`src/mrdp_pkg.sv`:
```
// ----------------------------------------------------------------------------
// mrdp_pkg: shared types and constants for the Modbus response demux parser
// Parser modes, verdict codes, protocol bytes and the bytewise CRC-16 step.
// ----------------------------------------------------------------------------
`default_nettype none

package mrdp_pkg;

  typedef enum logic [1:0] {
    MODE_IDLE  = 2'd0,
    MODE_LOG   = 2'd1,
    MODE_FRAME = 2'd2
  } mrdp_mode_t;

  typedef enum logic [2:0] {
    EV_NONE      = 3'd0,
    EV_READ_OK   = 3'd1,
    EV_POS_ACK   = 3'd2,
    EV_OTHER_ACK = 3'd3,
    EV_BAD_CRC   = 3'd4,
    EV_BAD_LEN   = 3'd5,
    EV_DROPPED   = 3'd6
  } mrdp_event_t;

  typedef struct packed {
    logic        log_valid;
    logic [7:0]  log_byte;
    mrdp_event_t frame_event;
  } mrdp_result_t;

  localparam logic [7:0]  SOF_BYTE       = 8'hA5;
  localparam logic [7:0]  FC_READ_HOLD   = 8'h03;
  localparam logic [7:0]  FC_WRITE_MULTI = 8'h10;
  localparam logic [15:0] CRC_POLY       = 16'hA001;
  localparam logic [15:0] CRC_INIT       = 16'hFFFF;
  localparam logic [15:0] POS_ADDR       = 16'd44;
  localparam logic [7:0]  CH_BRACE       = 8'h7D;
  localparam logic [7:0]  CH_NEWLINE     = 8'h0A;
  localparam int          EXC_FRAME_LEN  = 5;
  localparam int          WR_FRAME_LEN   = 8;
  localparam int          RD_OVERHEAD    = 5;

  // One byte through the reflected CRC-16: eight shift/xor steps.
  function automatic logic [15:0] crc_byte(input logic [15:0] crc_in,
                                           input logic [7:0]  data);
    logic [15:0] crc;
    crc = crc_in ^ {8'h00, data};
    for (int k = 0; k < 8; k++) begin
      if (crc[0]) begin
        crc = (crc >> 1) ^ CRC_POLY;
      end else begin
        crc = crc >> 1;
      end
    end
    return crc;
  endfunction

  // CRC after the start-of-frame byte.
  localparam logic [15:0] CRC_SOF = crc_byte(CRC_INIT, SOF_BYTE);

endpackage

`default_nettype wire

```
`src/modbus_response_demux_parser.sv`:
```
// ----------------------------------------------------------------------------
// modbus_response_demux_parser: split a mixed log/Modbus RTU byte stream
// Forwards log text and reports one verdict per closed response frame.
// ----------------------------------------------------------------------------
// Usage:
//   in_*   : one raw link byte per transfer (in_tdata[7:0]).
//   out_*  : one result per input byte: out_tuser is the log flag, tdata holds
//            the forwarded byte and the frame verdict.
//   cfg_*  : write expected_reg_count (7 bits); cfg_ready is always high.
//            Write only while no byte is in flight.
// Latency: a result appears on out_tvalid in the cycle after its byte is
//   taken. Throughput: one byte per cycle while out_tready is high; the parse
//   step (eight-stage CRC xor chain plus length compare) sits between the
//   parser state and the result register.
// Stall: the result register holds while out_tready is low; in_tready drops
//   only when that register is full and not being drained, so a new byte is
//   taken in the same cycle the held result leaves.
// Reset (rst_n low, synchronous): parser idle, counts cleared, CRC set to
//   all ones, expected_reg_count cleared, result register emptied.
// ----------------------------------------------------------------------------
`default_nettype none

module modbus_response_demux_parser #(
  parameter int FRAME_CAPACITY = 256
) (
  input  wire logic        clk,
  input  wire logic        rst_n,
  // input byte stream
  input  wire logic        in_tvalid,
  output logic             in_tready,
  input  wire logic [7:0]  in_tdata,   // [7:0] in_byte
  // result stream
  output logic             out_tvalid,
  input  wire logic        out_tready,
  output logic [15:0]      out_tdata,  // [7:0] log_byte, [10:8] frame_event, rest 0
  output logic             out_tuser,  // [0] log_valid
  // configuration write
  input  wire logic        cfg_valid,
  output logic             cfg_ready,
  input  wire logic [6:0]  cfg_data    // expected_reg_count
);
  import mrdp_pkg::*;

  logic         in_xfer;
  logic [6:0]   exp_reg_count_r;
  mrdp_result_t step_res;
  mrdp_result_t out_res_r;
  logic         out_valid_r;

  // Take a byte whenever the result register is empty or being drained.
  assign in_tready = !out_valid_r || out_tready;
  assign in_xfer   = in_tvalid && in_tready;
  assign cfg_ready = 1'b1;

  always_ff @(posedge clk) begin
    if (!rst_n) begin
      exp_reg_count_r <= 7'd0;
    end else if (cfg_valid && cfg_ready) begin
      exp_reg_count_r <= cfg_data;
    end
  end

  // Parser state advances only on an accepted byte.
  mrdp_parse_core #(
    .FRAME_CAPACITY(FRAME_CAPACITY)
  ) u_core (
    .clk           (clk),
    .rst_n         (rst_n),
    .step_en       (in_xfer),
    .in_byte       (in_tdata),
    .exp_reg_count (exp_reg_count_r),
    .result        (step_res)
  );

  // Result register: load on accept, drop valid once taken.
  always_ff @(posedge clk) begin
    if (!rst_n) begin
      out_valid_r <= 1'b0;
    end else if (in_xfer) begin
      out_valid_r <= 1'b1;
    end else if (out_tready) begin
      out_valid_r <= 1'b0;
    end
  end

  always_ff @(posedge clk) begin
    if (in_xfer) begin
      out_res_r <= step_res;
    end
  end

  assign out_tvalid = out_valid_r;
  assign out_tuser  = out_res_r.log_valid;
  assign out_tdata  = {5'b00000, out_res_r.frame_event, out_res_r.log_byte};

  // A held result must block new bytes.
  a_stall_blocks_input : assert property (@(posedge clk) disable iff (!rst_n)
    (out_valid_r && !out_tready) |-> !in_tready)
    else $error("byte accepted while result register stalled");

  // Non-log results carry a zero byte.
  a_log_byte_zero : assert property (@(posedge clk) disable iff (!rst_n)
    (out_valid_r && !out_res_r.log_valid) |-> (out_res_r.log_byte == 8'h00))
    else $error("log byte set without log flag");

  // Forwarded log text only ever comes with no verdict or a dropped frame.
  a_log_event : assert property (@(posedge clk) disable iff (!rst_n)
    (out_valid_r && out_res_r.log_valid) |->
      (out_res_r.frame_event == EV_NONE || out_res_r.frame_event == EV_DROPPED))
    else $error("log byte paired with a frame verdict");

  // Every accepted byte produces a result on the next cycle.
  a_result_follows : assert property (@(posedge clk) disable iff (!rst_n)
    in_xfer |=> out_valid_r)
    else $error("accepted byte produced no result");

endmodule

`default_nettype wire

```
`src/mrdp_parse_core.sv`:
```
// ----------------------------------------------------------------------------
// mrdp_parse_core: parser state and per-byte decision logic
// Holds mode, frame count, header fields and running CRC; produces one result
// per byte combinationally and advances state when the byte is taken.
// ----------------------------------------------------------------------------
`default_nettype none

module mrdp_parse_core #(
  parameter int FRAME_CAPACITY = 256
) (
  input  wire logic                  clk,
  input  wire logic                  rst_n,
  input  wire logic                  step_en,
  input  wire logic [7:0]            in_byte,
  input  wire logic [6:0]            exp_reg_count,
  output mrdp_pkg::mrdp_result_t     result
);
  import mrdp_pkg::*;

  localparam int FB_W  = $clog2(FRAME_CAPACITY + 1);
  localparam int CMP_W = 10;

  mrdp_mode_t        mode_r, mode_nxt;
  logic [FB_W-1:0]   frame_bytes_r, frame_bytes_nxt;
  logic [7:0]        func_r, func_nxt;
  logic [7:0]        dlen_r, dlen_nxt;
  logic [15:0]       addr_r, addr_nxt;
  logic [15:0]       crc_r, crc_nxt;

  // decode
  logic              is_sof, line_end, full;
  logic [FB_W-1:0]   fb_inc;
  logic [CMP_W-1:0]  fb_ext;
  logic [7:0]        func_upd, dlen_upd;
  logic [15:0]       addr_upd, crc_upd;
  logic              wr_close, rd_close, ex_close, done;
  logic              crc_bad;

  always_comb begin
    is_sof   = (in_byte == SOF_BYTE);
    line_end = (in_byte == CH_BRACE) || (in_byte == CH_NEWLINE);
    full     = (frame_bytes_r >= FB_W'(FRAME_CAPACITY));
    fb_inc   = frame_bytes_r + FB_W'(1);
    fb_ext   = CMP_W'(fb_inc);
    func_upd = (frame_bytes_r == FB_W'(1)) ? in_byte : func_r;
    dlen_upd = (frame_bytes_r == FB_W'(2)) ? in_byte : dlen_r;
    addr_upd = addr_r;
    if (frame_bytes_r == FB_W'(2)) begin
      addr_upd = {in_byte, 8'h00};
    end else if (frame_bytes_r == FB_W'(3)) begin
      addr_upd = {addr_r[15:8], in_byte};
    end
    crc_upd  = crc_byte(crc_r, in_byte);
    crc_bad  = (crc_upd != 16'h0000);
    wr_close = (fb_ext >= CMP_W'(3)) && (func_upd == FC_WRITE_MULTI)
               && (fb_ext >= CMP_W'(WR_FRAME_LEN));
    rd_close = (fb_ext >= CMP_W'(3)) && (func_upd == FC_READ_HOLD)
               && (fb_ext >= CMP_W'(dlen_upd) + CMP_W'(RD_OVERHEAD));
    ex_close = (fb_ext >= CMP_W'(3)) && (func_upd != FC_WRITE_MULTI)
               && (func_upd != FC_READ_HOLD) && func_upd[7]
               && (fb_ext >= CMP_W'(EXC_FRAME_LEN));
    done     = wr_close || rd_close || ex_close;
  end

  // next state
  always_comb begin
    mode_nxt        = mode_r;
    frame_bytes_nxt = frame_bytes_r;
    func_nxt        = func_r;
    dlen_nxt        = dlen_r;
    addr_nxt        = addr_r;
    crc_nxt         = crc_r;
    case (mode_r)
      MODE_FRAME: begin
        if (full) begin
          if (is_sof) begin
            frame_bytes_nxt = FB_W'(1);
            crc_nxt         = CRC_SOF;
          end else if (!line_end) begin
            frame_bytes_nxt = '0;
            crc_nxt         = CRC_INIT;
            mode_nxt        = MODE_LOG;
          end
        end else begin
          func_nxt        = func_upd;
          dlen_nxt        = dlen_upd;
          addr_nxt        = addr_upd;
          crc_nxt         = crc_upd;
          frame_bytes_nxt = fb_inc;
          if (done) begin
            mode_nxt        = MODE_IDLE;
            frame_bytes_nxt = '0;
            crc_nxt         = CRC_INIT;
          end
        end
      end
      MODE_IDLE, MODE_LOG: begin
        if (is_sof) begin
          mode_nxt        = MODE_FRAME;
          frame_bytes_nxt = FB_W'(1);
          crc_nxt         = CRC_SOF;
        end else begin
          mode_nxt = line_end ? MODE_IDLE : MODE_LOG;
        end
      end
      default: begin
        mode_nxt = MODE_IDLE;
      end
    endcase
  end

  // outputs
  always_comb begin
    result = '{log_valid: 1'b0, log_byte: 8'h00, frame_event: EV_NONE};
    case (mode_r)
      MODE_FRAME: begin
        if (full) begin
          if (is_sof) begin
            result.frame_event = EV_DROPPED;
          end else begin
            result.log_valid   = 1'b1;
            result.log_byte    = in_byte;
            result.frame_event = line_end ? EV_NONE : EV_DROPPED;
          end
        end else if (wr_close) begin
          if (crc_bad) begin
            result.frame_event = EV_BAD_CRC;
          end else if (addr_upd == POS_ADDR) begin
            result.frame_event = EV_POS_ACK;
          end else begin
            result.frame_event = EV_OTHER_ACK;
          end
        end else if (rd_close) begin
          if (crc_bad) begin
            result.frame_event = EV_BAD_CRC;
          end else if (dlen_upd != {exp_reg_count, 1'b0}) begin
            result.frame_event = EV_BAD_LEN;
          end else begin
            result.frame_event = EV_READ_OK;
          end
        end else if (ex_close) begin
          result.frame_event = EV_DROPPED;
        end
      end
      MODE_IDLE, MODE_LOG: begin
        if (!is_sof) begin
          result.log_valid = 1'b1;
          result.log_byte  = in_byte;
        end
      end
      default: begin
        result.frame_event = EV_NONE;
      end
    endcase
  end

  always_ff @(posedge clk) begin
    if (!rst_n) begin
      mode_r        <= MODE_IDLE;
      frame_bytes_r <= '0;
      func_r        <= 8'h00;
      dlen_r        <= 8'h00;
      addr_r        <= 16'h0000;
      crc_r         <= CRC_INIT;
    end else if (step_en) begin
      mode_r        <= mode_nxt;
      frame_bytes_r <= frame_bytes_nxt;
      func_r        <= func_nxt;
      dlen_r        <= dlen_nxt;
      addr_r        <= addr_nxt;
      crc_r         <= crc_nxt;
    end
  end

endmodule

`default_nettype wire
```
`config.mk`:
```
export PLATFORM = sky130hd
export DESIGN_NAME = modbus_response_demux_parser
export DESIGN_NICKNAME = d
export VERILOG_FILES = /design/src/mrdp_pkg.sv /design/src/modbus_response_demux_parser.sv /design/src/mrdp_parse_core.sv
export SDC_FILE = /design/constraint.sdc
export NUM_CORES = 1
export LEC_CHECK = 0
export ABC_AREA = 1
export BUFFER_PORTS_ARGS = -buffer_cell sky130_fd_sc_hd__buf_2
export CAP_MARGIN = 20
export CORE_ASPECT_RATIO = 0.75
export CORE_MARGIN = 2
export CORE_UTILIZATION = 49
export CTS_CLUSTER_SIZE = 24
export DETAILED_ROUTE_END_ITERATION = 8
export PLACE_DENSITY = 0.67
export REMOVE_ABC_BUFFERS = 1
export SLEW_MARGIN = 25
export SYNTH_ARGS = -nofsm -noshare
export SYNTH_HDL_FRONTEND = slang
export SYNTH_SLANG_ARGS = --single-unit
```
`constraint.sdc`:
```
create_clock -name clk -period 3.9 [get_ports clk]
set_input_delay 0.39 -clock clk [delete_from_list [all_inputs] [get_ports clk]]
set_output_delay 0.39 -clock clk [all_outputs]
set_load 0.005 [all_outputs]
```
* After elaboration in Yosys (flattened, before gate mapping)
Index checks and enable logic that the tools add are counted.
Storage, ports and cells: register bits 79, input port bits 20, output and inout bits 20, logic and storage cells 115
Cells by class: add/subtract/negate cells 2, order comparisons 5, equality and inequality tests 19, multiplexer cells 46, bitwise gates (word level) 10, reduce and logical (&&, ||, !) cells 22
Operator list (number):
- 2-to-1 mux 16 bit | 14
- 2-to-1 mux 9 bit | 7
- one-hot mux 9 bit (2 select lines) | 2
- one-hot mux 16 bit (2 select lines) | 1
- 2-to-1 mux 3 bit | 9
- 2-to-1 mux 8 bit | 3
- NOT 2 -> 3 bit | 8
- == test 9 x 2 -> 1 bit, second input constant | 2
- == test 16 x 6 -> 1 bit, second input constant | 1
- nonzero test 16 bit | 1
- bitwise XOR 16 x 8 -> 16 bit | 1
- greater-or-equal comparator 9 x 10 -> 1 bit | 1
- 2-to-1 mux 2 bit | 5
- adder 8 x 3 -> 9 bit, second input constant | 1
- adder 9 x 1 -> 9 bit, second input constant | 1
- == test 9 x 1 -> 1 bit, second input constant | 1
- greater-or-equal comparator 9 x 2 -> 1 bit, second input constant | 1
- greater-or-equal comparator 9 x 3 -> 1 bit, second input constant | 1
- greater-or-equal comparator 9 x 4 -> 1 bit, second input constant | 1
- greater-or-equal comparator 9 bit, second input constant | 1
- logical AND 1 bit | 9
- == test 8 x 2 -> 1 bit, second input constant | 1
- == test 8 x 4 -> 1 bit, second input constant | 1
- == test 8 x 5 -> 1 bit, second input constant | 1
- other kinds (21) | 30

* Depth between registers and ports, before layout
Gate-level depths: netlist of the first run.
depth after elaboration 22, gate-level depth with buffers 26, depth with buffers taken out 25

* Hierarchy
A second synthesis of the first run with hierarchy kept.
Unflattened totals: cell total of the unflattened synthesis 761, area, all modules 5003.5 um^2
By module, submodules not included:
- mrdp_parse_core | times used 1, cells each 705, area an instance 4314.1 um^2, seq. area each 1181.1 um^2
- modbus_response_demux_parser | times used 1, cells each 56, area an instance 689.4 um^2, seq. area each 520.5 um^2

* Worst setup path after synthesis of the first run
No wires, ideal clock.
kind register to register, start point register u_core.frame_bytes_r[0], end point register u_core.crc_r[7], setup time 115 ps, arrival time 3190 ps, required time 3785 ps, slack 595 ps, cell stages (with the launch flop) 25, buffers on the path 1, clock period less this slack 3305 ps, cell sequence dfxtp_1 > inv_2 > ha_1 > nand2_2 > nor2_4 > nand2_2 > inv_1 > nand2_1 > nand2_1 > ha_1 > or2_2 > nand2_1 > nor3b_1 > nand3_1 > ha_1 > a21boi_0 > nor3_1 > nand2_1 > nand2_2 > nand3_4 > inv_4 > buf_12 > nand2_2 > nand2_1 > nand2_1
Between the ends: elaborated cells between the ends (all ways) 30, classes of those cells add/sub: 2; order compare: 5; eq/ne: 7; mux: 5; reduce/logical: 11
RTL lines:
- start, declared | RTL line mrdp_parse_core.sv:24 | logic [FB_W-1:0] frame_bytes_r, frame_bytes_nxt;
- start signal, assigned | RTL line mrdp_parse_core.sv:167 | frame_bytes_r <= frame_bytes_nxt;
- == test 9 x 2 -> 1 bit | RTL line mrdp_parse_core.sv:46 | dlen_upd = (frame_bytes_r == FB_W'(2)) ? in_byte : dlen_r;
- 2-to-1 mux 8 bit | RTL line mrdp_parse_core.sv:46
- named net u_core.dlen_upd[1] | RTL line mrdp_parse_core.sv:34 | logic [7:0] func_upd, dlen_upd;
- adder 8 x 3 -> 9 bit | RTL line mrdp_parse_core.sv:58 | && (fb_ext >= CMP_W'(dlen_upd) + CMP_W'(RD_OVERHEAD));
- greater-or-equal comparator 9 x 10 -> 1 bit | RTL line mrdp_parse_core.sv:58
- logical AND 1 bit | RTL line mrdp_parse_core.sv:58
- logical OR 1 bit (2 in series) | RTL line mrdp_parse_core.sv:62 | done = wr_close || rd_close || ex_close;
- 2-to-1 mux 16 bit | RTL line mrdp_parse_core.sv:90 | if (done) begin
- 2-to-1 mux 16 bit | RTL line mrdp_parse_core.sv:75 | if (full) begin
- one-hot mux 16 bit (2 select lines) | RTL line mrdp_parse_core.sv:73 | case (mode_r)
- end signal, assigned | RTL line mrdp_parse_core.sv:171 | crc_r <= crc_nxt;
- end, declared | RTL line mrdp_parse_core.sv:28 | logic [15:0] crc_r, crc_nxt;
The timed path passes the listed nets, and every way through them passes these cells. A chain may end at the register's enable or synchronous reset.

* Worst setup path after layout of the first run
start point register u_core.frame_bytes_r[0], end point register u_core.crc_r[1]
Between the ends: word-level cells in the longest chain between the ends 11, elaborated cells between the ends (all ways) 30, classes of those cells add/sub: 2; order compare: 5; eq/ne: 7; mux: 5; reduce/logical: 11
Ends and longest elaborated chain:
- branches (longest 11 deep; another with greater-or-equal comparator 9 x 10 -> 1 bit)
Several ways; the timed one is not identified.

==> results of run 1 <==
==> flip-flops by register name, summed over array words and instances (netlist names) <==
name and count:
exp_reg_count_r 7, out_tdata 11, out_tuser 1, out_tvalid 1
u_core.addr_r 16, u_core.crc_r 16, u_core.dlen_r 8, u_core.frame_bytes_r 9
u_core.func_r 8, u_core.mode_r 2
==> area by class of cell <==
class	count	area share (%)
Sequential cell	79	30.2
Timing Repair inverter	1	0.155
Tap cell	132	2.93
Inverter	104	7.23
Clock inverter	4	0.909
Multi-Input combinational cell	530	49.4
Timing Repair Buffer	45	4.52
Clock buffer	12	4.75
==> worst min-delay path: stages <==
cell and delay, ns:
buf_2 0.07, nor2_1 0.04, nor2_1 0.08
==> power by group through the flow <==
stage                     clock (W)  sequential [W]  combinational [W]
after floorplan                   0        0.000906           0.000244
final                      0.000895        0.000892           0.000361
after CTS                  0.000907        0.000891           0.000354
after global placement            0        0.000907           0.000342
after global routing       0.000942        0.000895           0.000403
after detailed placement          0        0.000908           0.000346
==> timing repair <==
| item | 4_1_cts | 5_1_grt |
|---|---|---|
| gates resized for setup | 0 | 13 |
| setup endpoints to repair | 0 | 26 |
| buffers inserted | 0 | 3 |
==> synthesized netlist by cell type, types with 8 or more instances <==
master    number  share of area (%)
nand3_1       51                5.1
nor2_1        72                5.4
edfxtp_1      12                7.2
inv_1         94                7.0
xor2_1         9                1.6
a21oi_1       43                4.3
xnor2_1       14                2.4
buf_2          9               0.90
nand3_2        9                1.8
dfxtp_1       67                 27
o21ai_0       60                6.0
o211ai_1       9                1.3
nand4_1        8                1.0
ha_1          14                3.5
nand2_1      178                 13
nand2_2        9                1.1
clkbuf_1      10               0.75
==> through the flow <==
step	cell area, um^2	hold WS [ns]	power (W)	instances
5_1_grt	5640	0.283	0.00224	907
6_report	5640	0.268	0.00215	907
3_5_place_dp	5250	0.462	0.00125	886
3_3_place_gp	5250	0.460	0.00125	886
2_1_floorplan	4850	0.442	0.00115	712
4_1_cts	5570	0.268	0.00215	902
==> cell usage in the layout, fill, tap and decap left out, drive strengths merged, types with 9 or more instances in the layout <==
cell    Yosys  layout
nand2     191     191
xnor2      14      14
o211ai      9       9
edfxtp     12      12
inv       102     102
xor2        9       9
o21ai      60      60
dfxtp      67      67
nand3      61      62
a21oi      50      50
buf        21      45
ha         14      14
nor2       79      79
clkbuf     10      12
==> logic make-up (layout without fill, tap and decap cells) <==
kind of cell	count (synthesis)	after routing	share of synthesized area (%)
AOI/OAI and AO/OA	124	124	13.6
xor gates and xnor gates	23	23	4.01
adders and majority gates	14	14	3.49
buffers and inverters	135	166	11.5
DFF	79	79	33.9
other	2	6	0.150
and+or+nand+nor	362	363	33.3
==> worst paths after layout <==
path                                               from            endpoint  slack, ns  cells after the start
worst max-delay path            u_core.frame_bytes_r[0]     u_core.crc_r[1]       0.30                     22
worst min-delay path                        cfg_data[1]  exp_reg_count_r[1]       0.27                      3
worst max register to register  u_core.frame_bytes_r[0]     u_core.crc_r[1]       0.30                     22
worst min register to register         u_core.addr_r[5]    u_core.addr_r[5]       0.47                      2
==> per-layer routing <==
| metal | vias up | share of wire (%) |
|---|---|---|
| li1 | 2427 | - |
| met1 | 2164 | 47 |
| met2 | 180 | 43 |
| met3 | 25 | 7.4 |
| met4 | 0 | 2.1 |
| met5 | - | 0 |
==> flow_summary.ini, run 1 <==
[sta]
rsz0062_at_grt = no
skew_ns = 0.00610
slew_headroom_pct = 46.2
hold_viol = 0
period_needed_ns = 3.60
tns_ns = 0
tightestPinTransition_ns = 0.806
finalSetupViolCount = 0
fin_ws_ns = 0.300
clock.fmax_ghz = 0.278
drv_slew = 0
fin_crit_sh_pct = 92.3

[synthesis]
synth_ff_type = dfxtp_1
synth_area_per_cell_um2 = 6.79
syn_inst = 739
seq_area_frac_synth_pct = 33.9
yosysWarnings = 0
ys_types = 45
synth-seq-cells = 79
synth_edf_count = 12
synthArstFlopShare_pct = 0
syn_area_um2 = 5020

[floorplan]
dieArea_um2 = 11100
start_util_pct = 51.1
io_pins = 40
die_w_um = 121
die_h_um = 91.6
rows = 31
coreArea_um2 = 9810

[setup_path]
critical_path.top_delay_family = simple AND/OR/NAND/NOR gates
cp_slowest_cell = dfxtp_1
criticalPathCategory = reg -> reg
worstPathArrival_ns = 3.80
crit_fanout = 9
crit_top_cell = nand2_1
cp_cell_sequence = inv_2 > ha_1 > nand2_2 > nor2_4 > nand3_1 > and2_1 > inv_1 > ha_1 > or2_2 > nand2_1 > nor3b_2 > nand3_1 > ha_1 > a21boi_0 > nor3_1 > nand2_1 > nand2_4 > nand3_4 > clkinv_8 > nand2_1 > nand2_1 > nand3_1
required_ns = 4.10
start_kind = flop
crit_path_end_kind = flop
slowest_delay_ns = 0.34
cp_num_buf_inv = 3

[cells_and_area]
multi_input_area_um2 = 2790
final_nets = 804
syn2layout_area_growth_pct = 12.4
antenna_cells = 0
drive_above_1_share_pct = 14.5
n_fill_cell = 921
regArea_um2 = 1700
utilization_pct = 57.5

[cts]
clock_path_buffers = 2
clkLatencyLatePin_ns = 0.35
root_buffer = clkbuf_16
clkTransAtPathRegs_ns = 0.06
cts_tree = yes
ctsHoldBuffers = 0
h-tree-depth = 3
clkSinkCount = 79
numCtsBuffers = 9

[global_route]
grt_pass1_wl_um = 20900
grt_remaining_overflow = 0
grt_use_total_pct = 23.9
antenna_found_initial = 0
use_met3_pct = 4.79
grt_max_degree = 37
first_global_vias = 4257
busiest_layer = met2
met2_usage_pct = 37.8
met1_usage_pct = 32.8

[pwr]
cellPowerDensity_nw_per_um2 = 381
internal_power_w = 0.00155
clkPwrFrac_pct = 41.7
vdd_drop_max_mv = 0.226
sw_frac_of_total_pct = 27.9
p_switching_w = 0.000599
leakagePower_nw = 2.75
p_seq_share_pct = 41.5
power_frac_comb_pct = 16.8

[worst_hold_path]
hp-class = in -> reg

[detailed_routing]
drt_first_pass_iters = 6
drtAntennaViolNets = 0
vias_per_cell = 5.29
vias = 4796
routedWlPerCell_um = 14.5
dr.first_iter.drc_count = 389
drc = 0
routed_wl_um = 13100

[placement]
port-buffer-count = 33
dp_hpwl_um = 9330
place_ws_ns = 0.159
routabilityCongestion = 0.937

[flow_run]
cap_violations = 0

[outcome]
status = completed
(Power assumes the default switching activity.)
==> run 2: changes to the inputs <==
Settings changed: MAX_ROUTING_LAYER set to met4.
==> run 2 against run 1 <==
Largest cell class unchanged. Non-clock buffer count shrank 1. Critical path type unchanged. Sequential power is essentially flat. Sequential cell count is the same. Largest power group unchanged. Die area is the same. Power grew 1.1%. Via count grew 0.38%. Routed wire length shrank 1.2%. Final cell count shrank 0.33%. Critical path depth grew 2.
==> flow_summary.ini, run 2 (synthesis results as in run 1) <==
[worst_hold_path]
hold_end = exp_reg_count_r[1]
hp-start = cfg_data[1]
holdPathStages = 3
hp-class = in -> reg

[outcome]
status = completed

[setup_path]
reg2reg_depth = 24
crit_path_end_kind = flop
required_ns = 4.11
criticalPathCategory = reg -> reg
reg2reg_from = u_core.frame_bytes_r[0]
r2r_end = u_core.crc_r[4]
start_kind = flop
r2r_setup_slack_ns = 0.27
crit_fanout = 17
worstPathArrival_ns = 3.84

[detailed_routing]
drc = 0
vias_per_cell = 5.33
drt_first_pass_iters = 5
drtAntennaViolNets = 0
vias = 4814
dr.first_iter.drc_count = 289
routed_wl_um = 13000
routedWlPerCell_um = 14.3

[floorplan]
start_util_pct = 51.1
die_h_um = 91.6
dieArea_um2 = 11100
die_w_um = 121
io_pins = 40
rows = 31
coreArea_um2 = 9810

[sta]
rsz0062_at_grt = no
finalSetupViolCount = 0
slew_headroom_pct = 51.6
fin_ws_ns = 0.269
tns_ns = 0
fin_crit_sh_pct = 93.1
period_needed_ns = 3.63
hold_viol = 0
drv_slew = 0
tightestPinTransition_ns = 0.722
clock.fmax_ghz = 0.275
skew_ns = 0.00325

[cts]
root_buffer = clkbuf_16
numCtsBuffers = 9
cts-resized-gates = 0
clkSinkCount = 79
clock_path_buffers = 2
clkTransAtPathRegs_ns = 0.06
cts_setup_buffers = 0
cts_tree = yes
h-tree-depth = 3
ctsHoldBuffers = 0
clkLatencyLatePin_ns = 0.34

[global_route]
first_global_vias = 4407
grt_use_total_pct = 25.3
grt_pass1_wl_um = 21400
antenna_found_initial = 0
grt_max_degree = 37
grt_remaining_overflow = 0

[cells_and_area]
final_nets = 801
final_cell_mix = nand2_1 (178), inv_1 (94), nor2_1 (72)
syn2layout_area_growth_pct = 11.7
antenna_cells = 0
n_fill_cell = 947
utilization_pct = 57.1
drive_above_1_share_pct = 14.1
layout_commonest_cell = nand2_1

[placement]
port-buffer-count = 33
routabilityCongestion = 0.948
dp_hpwl_um = 9600
place_ws_ns = 0.223

[pwr]
cellPowerDensity_nw_per_um2 = 387
leakagePower_nw = 2.72
vdd_drop_max_mv = 0.260

[flow_run]
cap_violations = 0
==> run 2: critical path: stages, from the launching register on <==
cell	delay [ns]
dfxtp_1	0.32
inv_2	0.09
ha_1	0.19
nand2_2	0.07
nor2_4	0.19
nand2_4	0.11
nand2_1	0.10
and2_1	0.17
inv_1	0.07
ha_1	0.18
or2_2	0.30
nand2_1	0.11
xor2_1	0.19
ha_1	0.25
nand2_1	0.09
o21a_1	0.14
nor2_1	0.05
nor3_1	0.14
nand2_1	0.12
nand2_2	0.12
nand3_4	0.15
clkinv_8	0.14
nand2_1	0.07
nand2_1	0.06
nand3_1	0.07
==> run 2: how the worst max path moves through the flow <==
stage	from	endpoint	slack (ns)	cells after the start
after floorplan	u_core.frame_bytes_r[0]	u_core.crc_r[10]	0.37	23
after global placement	u_core.frame_bytes_r[0]	u_core.crc_r[4]	0.31	24
after detailed placement	u_core.frame_bytes_r[0]	u_core.crc_r[4]	0.22	24
after CTS	u_core.frame_bytes_r[0]	u_core.crc_r[4]	0.18	24
after global routing	u_core.frame_bytes_r[0]	u_core.crc_r[6]	0.02	22
final	u_core.frame_bytes_r[0]	u_core.crc_r[4]	0.27	24
==> run 2: cell type report <==
class | instances | area (um^2) | area share, %
sequential | 79 | 1700 | 30.3
tap | 132 | 165 | 2.95
inverter | 104 | 408 | 7.27
clock buffer | 11 | 243 | 4.33
clock inverter | 5 | 80.1 | 1.43
multi-input combinational | 529 | 2760 | 49.3
timing repair buffer | 44 | 248 | 4.42
==> run 2: report_power, final <==
group / internal (W) / total (W) / switching, W
clock network: 0.000578 / 0.000921 / 0.000343
registers: 0.000870 / 0.000892 / 0.0000221
logic: 0.000125 / 0.000357 / 0.000231
==> run 2: routing by layer <==
metal / track usage, % / wire, um / up-vias
met4: 7.07 / 213 / 0
met2: 39.7 / 5730 / 172
met5: - / 0 / -
li1: - / - / 2421
met3: 5.66 / 932 / 23
met1: 33.0 / 6090 / 2198
==> run 2: stage by stage <==
stage,std cells,hold WS [ns],total power (W),instance area (um^2)
finish,904,0.282,0.00217,5610
global route,904,0.306,0.00226,5610
CTS,904,0.276,0.00218,5590
detailed placement,888,0.459,0.00126,5270
global placement,888,0.450,0.00125,5270
floorplan,712,0.442,0.00115,4850
==> run 3: changes to the inputs <==
Settings changed: PLACE_DENSITY 0.67 to 0.7, SYNTH_HIERARCHICAL set to 1.
Clock period 3.9 ns to 3 ns, I/O delays scaled along.
==> run 3 against run 2 <==
The run now ends with negative setup slack left. Sequential power is 29% higher. Area after synthesis decreased by 0.30%. Global-route usage is 1.9 points higher. Critical endpoint is now u_core/crc_r[15]. Final cell count grew 11%. Maximum frequency grew 3.8%. Hold slack got worse by 0.094 ns. Synthesized cell count is 3.0% higher.
==> flow_summary.ini, run 3 <==
[outcome]
status = finished with violations
violations = negative setup slack

[global_route]
grt_pass1_wl_um = 23300
grt_max_degree = 38
use_met3_pct = 5.34
met1_usage_pct = 35.8
grt_use_total_pct = 27.2
first_global_vias = 4928
antenna_found_initial = 0
grt_remaining_overflow = 0
met2_usage_pct = 42.4
busiest_layer = met2

[setup_path]
reg2reg_depth = 23
worstPathArrival_ns = 3.71
start_kind = flop
cp_cell_sequence = inv_2 > ha_4 > inv_4 > nor3_4 > nand2_2 > buf_6 > nand2_4 > nand2_4 > nand2_2 > nand4_1 > or2_4 > buf_6 > nand2_4 > ha_4 > a21oi_2 > o21a_1 > nand4_1 > nand4_1 > nand2_4 > buf_6 > buf_4 > o31ai_1 > nand2_1
crit_top_cell = nand2_4
r2r_setup_slack_ns = -0.50
crit_path_end_kind = flop
cp_num_buf_inv = 6
r2r_end = u_core/crc_r[15]
required_ns = 3.22
reg2reg_from = u_core/frame_bytes_r[0]
crit_fanout = 6
criticalPathCategory = reg -> reg
slowest_delay_ns = 0.33
cp_slowest_cell = dfxtp_2
critical_path.top_delay_family = simple AND/OR/NAND/NOR gates

[synthesis]
synth_edf_count = 12
synthTopCellsByCount = nand2_1 (194), inv_1 (98), nor2_1 (81)
synth_top_area_share_pct = 26.8
synth_area_leader_cell = dfxtp_1
seq_area_frac_synth_pct = 34.0
synth_most_common_cell = nand2_1
synth_ff_type = dfxtp_1
synth-seq-cells = 79
yosysWarnings = 6
syn_inst = 761
ys_types = 39
synthArstFlopShare_pct = 0
synth_area_leaders = dfxtp_1 (27%), nand2_1 (15%), inv_1 (7.4%)
synth_area_per_cell_um2 = 6.57
syn_area_um2 = 5000

[pwr]
cellPowerDensity_nw_per_um2 = 428
leakagePower_nw = 3.25
vdd_drop_max_mv = 0.267

[cells_and_area]
final_cells = 1000
final_nets = 897
antenna_cells = 0
drive_above_1_share_pct = 25.5
fin_area_um2 = 6500
layout_commonest_cell = nand2_1
syn2layout_area_growth_pct = 30.0
n_fill_cell = 846
final_cell_mix = nand2_1 (178), inv_1 (93), nor2_1 (77), buf_4 (77), dfxtp_1 (65)

[sta]
skew_ns = 0.00788
tns_ns = -12.39
finalSetupViolCount = 29
fin_ws_ns = -0.497
clock.fmax_ghz = 0.286
tightestPinTransition_ns = 1.05
drv_slew = 0
hold_viol = 0
rsz0062_at_grt = yes
period_needed_ns = 3.50
fin_crit_sh_pct = 117
slew_headroom_pct = 29.3

[detailed_routing]
drtAntennaViolNets = 0
vias_per_cell = 5.35
routedWlPerCell_um = 14.9
vias = 5352
routed_wl_um = 14900
drt_first_pass_iters = 5
dr.first_iter.drc_count = 499
drc = 0

[cts]
clkLatencyLatePin_ns = 0.34
cts_tree = yes
clkSinkCount = 79
clock_path_buffers = 2
ctsHoldBuffers = 0
numCtsBuffers = 9
root_buffer = clkbuf_16
clkTransAtPathRegs_ns = 0.06
h-tree-depth = 3

[floorplan]
coreArea_um2 = 9810
die_w_um = 121
rows = 31
start_util_pct = 51.0
die_h_um = 91.5
dieArea_um2 = 11000
io_pins = 40

[worst_hold_path]
hp-start = cfg_data[2]
hp-class = in -> reg
holdPathStages = 3
hold_end = exp_reg_count_r[2]

[placement]
routabilityCongestion = 0.953
placed_area_um2 = 5720
port-buffer-count = 33
place_ws_ns = -0.472
dp.cells = 970
dp_hpwl_um = 10300

[flow_run]
cap_violations = 0
## run 3: cell types whose count changed in the layout (fill, tap and decap cells not counted), sizes merged, moves of 4 or more
cell,delta
o21ai,-10
nor2,+8
nor4,-4
nand2,+13
nand3,+10
buf,+74
nand4,+7
inv,+4
## run 3: worst max path at each step
stage                            start                      end  cells past startpoint  slack (ns)
2_1_floorplan  u_core/frame_bytes_r[0]            out_tdata[10]                     21       -0.76
3_3_place_gp   u_core/frame_bytes_r[0]            out_tdata[10]                     24       -0.31
3_5_place_dp   u_core/frame_bytes_r[0]          u_core/crc_r[0]                     24       -0.47
4_1_cts        u_core/frame_bytes_r[0]            out_tdata[10]                     26       -0.35
5_1_grt        u_core/frame_bytes_r[0]  u_core/frame_bytes_r[5]                     25       -0.63
6_report       u_core/frame_bytes_r[0]         u_core/crc_r[15]                     23       -0.50
## run 3: final cells by class
type,count,area (um^2),share of cell area [%]
well taps,132,165,2.54
multi-input cells,549,3070,47.2
repair buffers,118,858,13.2
flip-flops and latches,79,1700,26.2
clock buffers,9,225,3.46
clock inverters,7,80.1,1.23
inverters,106,403,6.19
## run 3: through the flow
step | utilization (%) | hold WS, ns | total power (W)
floorplan | - | 0.384 | 0.00146
global placement | 58.3 | 0.452 | 0.00162
detailed placement | 58.3 | 0.460 | 0.00163
CTS | 63.6 | 0.179 | 0.00276
global route | 66.3 | 0.186 | 0.00290
finish | 66.3 | 0.188 | 0.00278
## run 3: worst reg2reg max path, cell delays in order, from the launching register on
cell     delay (ns)
dfxtp_2        0.33
inv_2          0.07
ha_4           0.14
inv_4          0.04
nor3_4         0.16
nand2_2        0.15
buf_6          0.18
nand2_4        0.08
nand2_4        0.05
nand2_2        0.08
nand4_1        0.12
or2_4          0.29
buf_6          0.13
nand2_4        0.05
ha_4           0.20
a21oi_2        0.17
o21a_1         0.16
nand4_1        0.14
nand4_1        0.15
nand2_4        0.08
buf_6          0.12
buf_4          0.13
o31ai_1        0.29
nand2_1        0.09
## run 3: cells by family (layout without fill, tap and decap cells)
| kind of cell | count (synthesis) | count (layout) | synth area share, % |
|---|---|---|---|
| compound gates | 112 | 112 | 12.0 |
| simple gates | 392 | 392 | 34.5 |
| xor+xnor | 25 | 25 | 4.38 |
| flops | 79 | 79 | 34.0 |
| other cells | 2 | 6 | 0.150 |
| fa+ha+maj | 14 | 14 | 3.50 |
| buf+inv | 137 | 240 | 11.5 |
## run 3: routing by layer
metal / up-vias / share of wire, %
met2: 246 / 46
met1: 2432 / 45
met4: 0 / 1.6
met3: 32 / 7.7
li1: 2642 / -
met5: - / 0
## run 3: repair_timing
action / CTS / global route
pin swaps: 12 / 20
gates cloned: 2 / 0
buffers inserted: 8 / 6
endpoints found under the setup margin: 29 / 29
resized for setup: 29 / 56
## run 3: power by group
| group | leakage [nW] | switching, W | total (W) | internal, W |
|---|---|---|---|---|
| logic | 2.44 | 0.000313 | 0.000512 | 0.000199 |
| clock network | 0.148 | 0.000465 | 0.00112 | 0.000656 |
| registers | 0.664 | 0.0000255 | 0.00115 | 0.00113 |
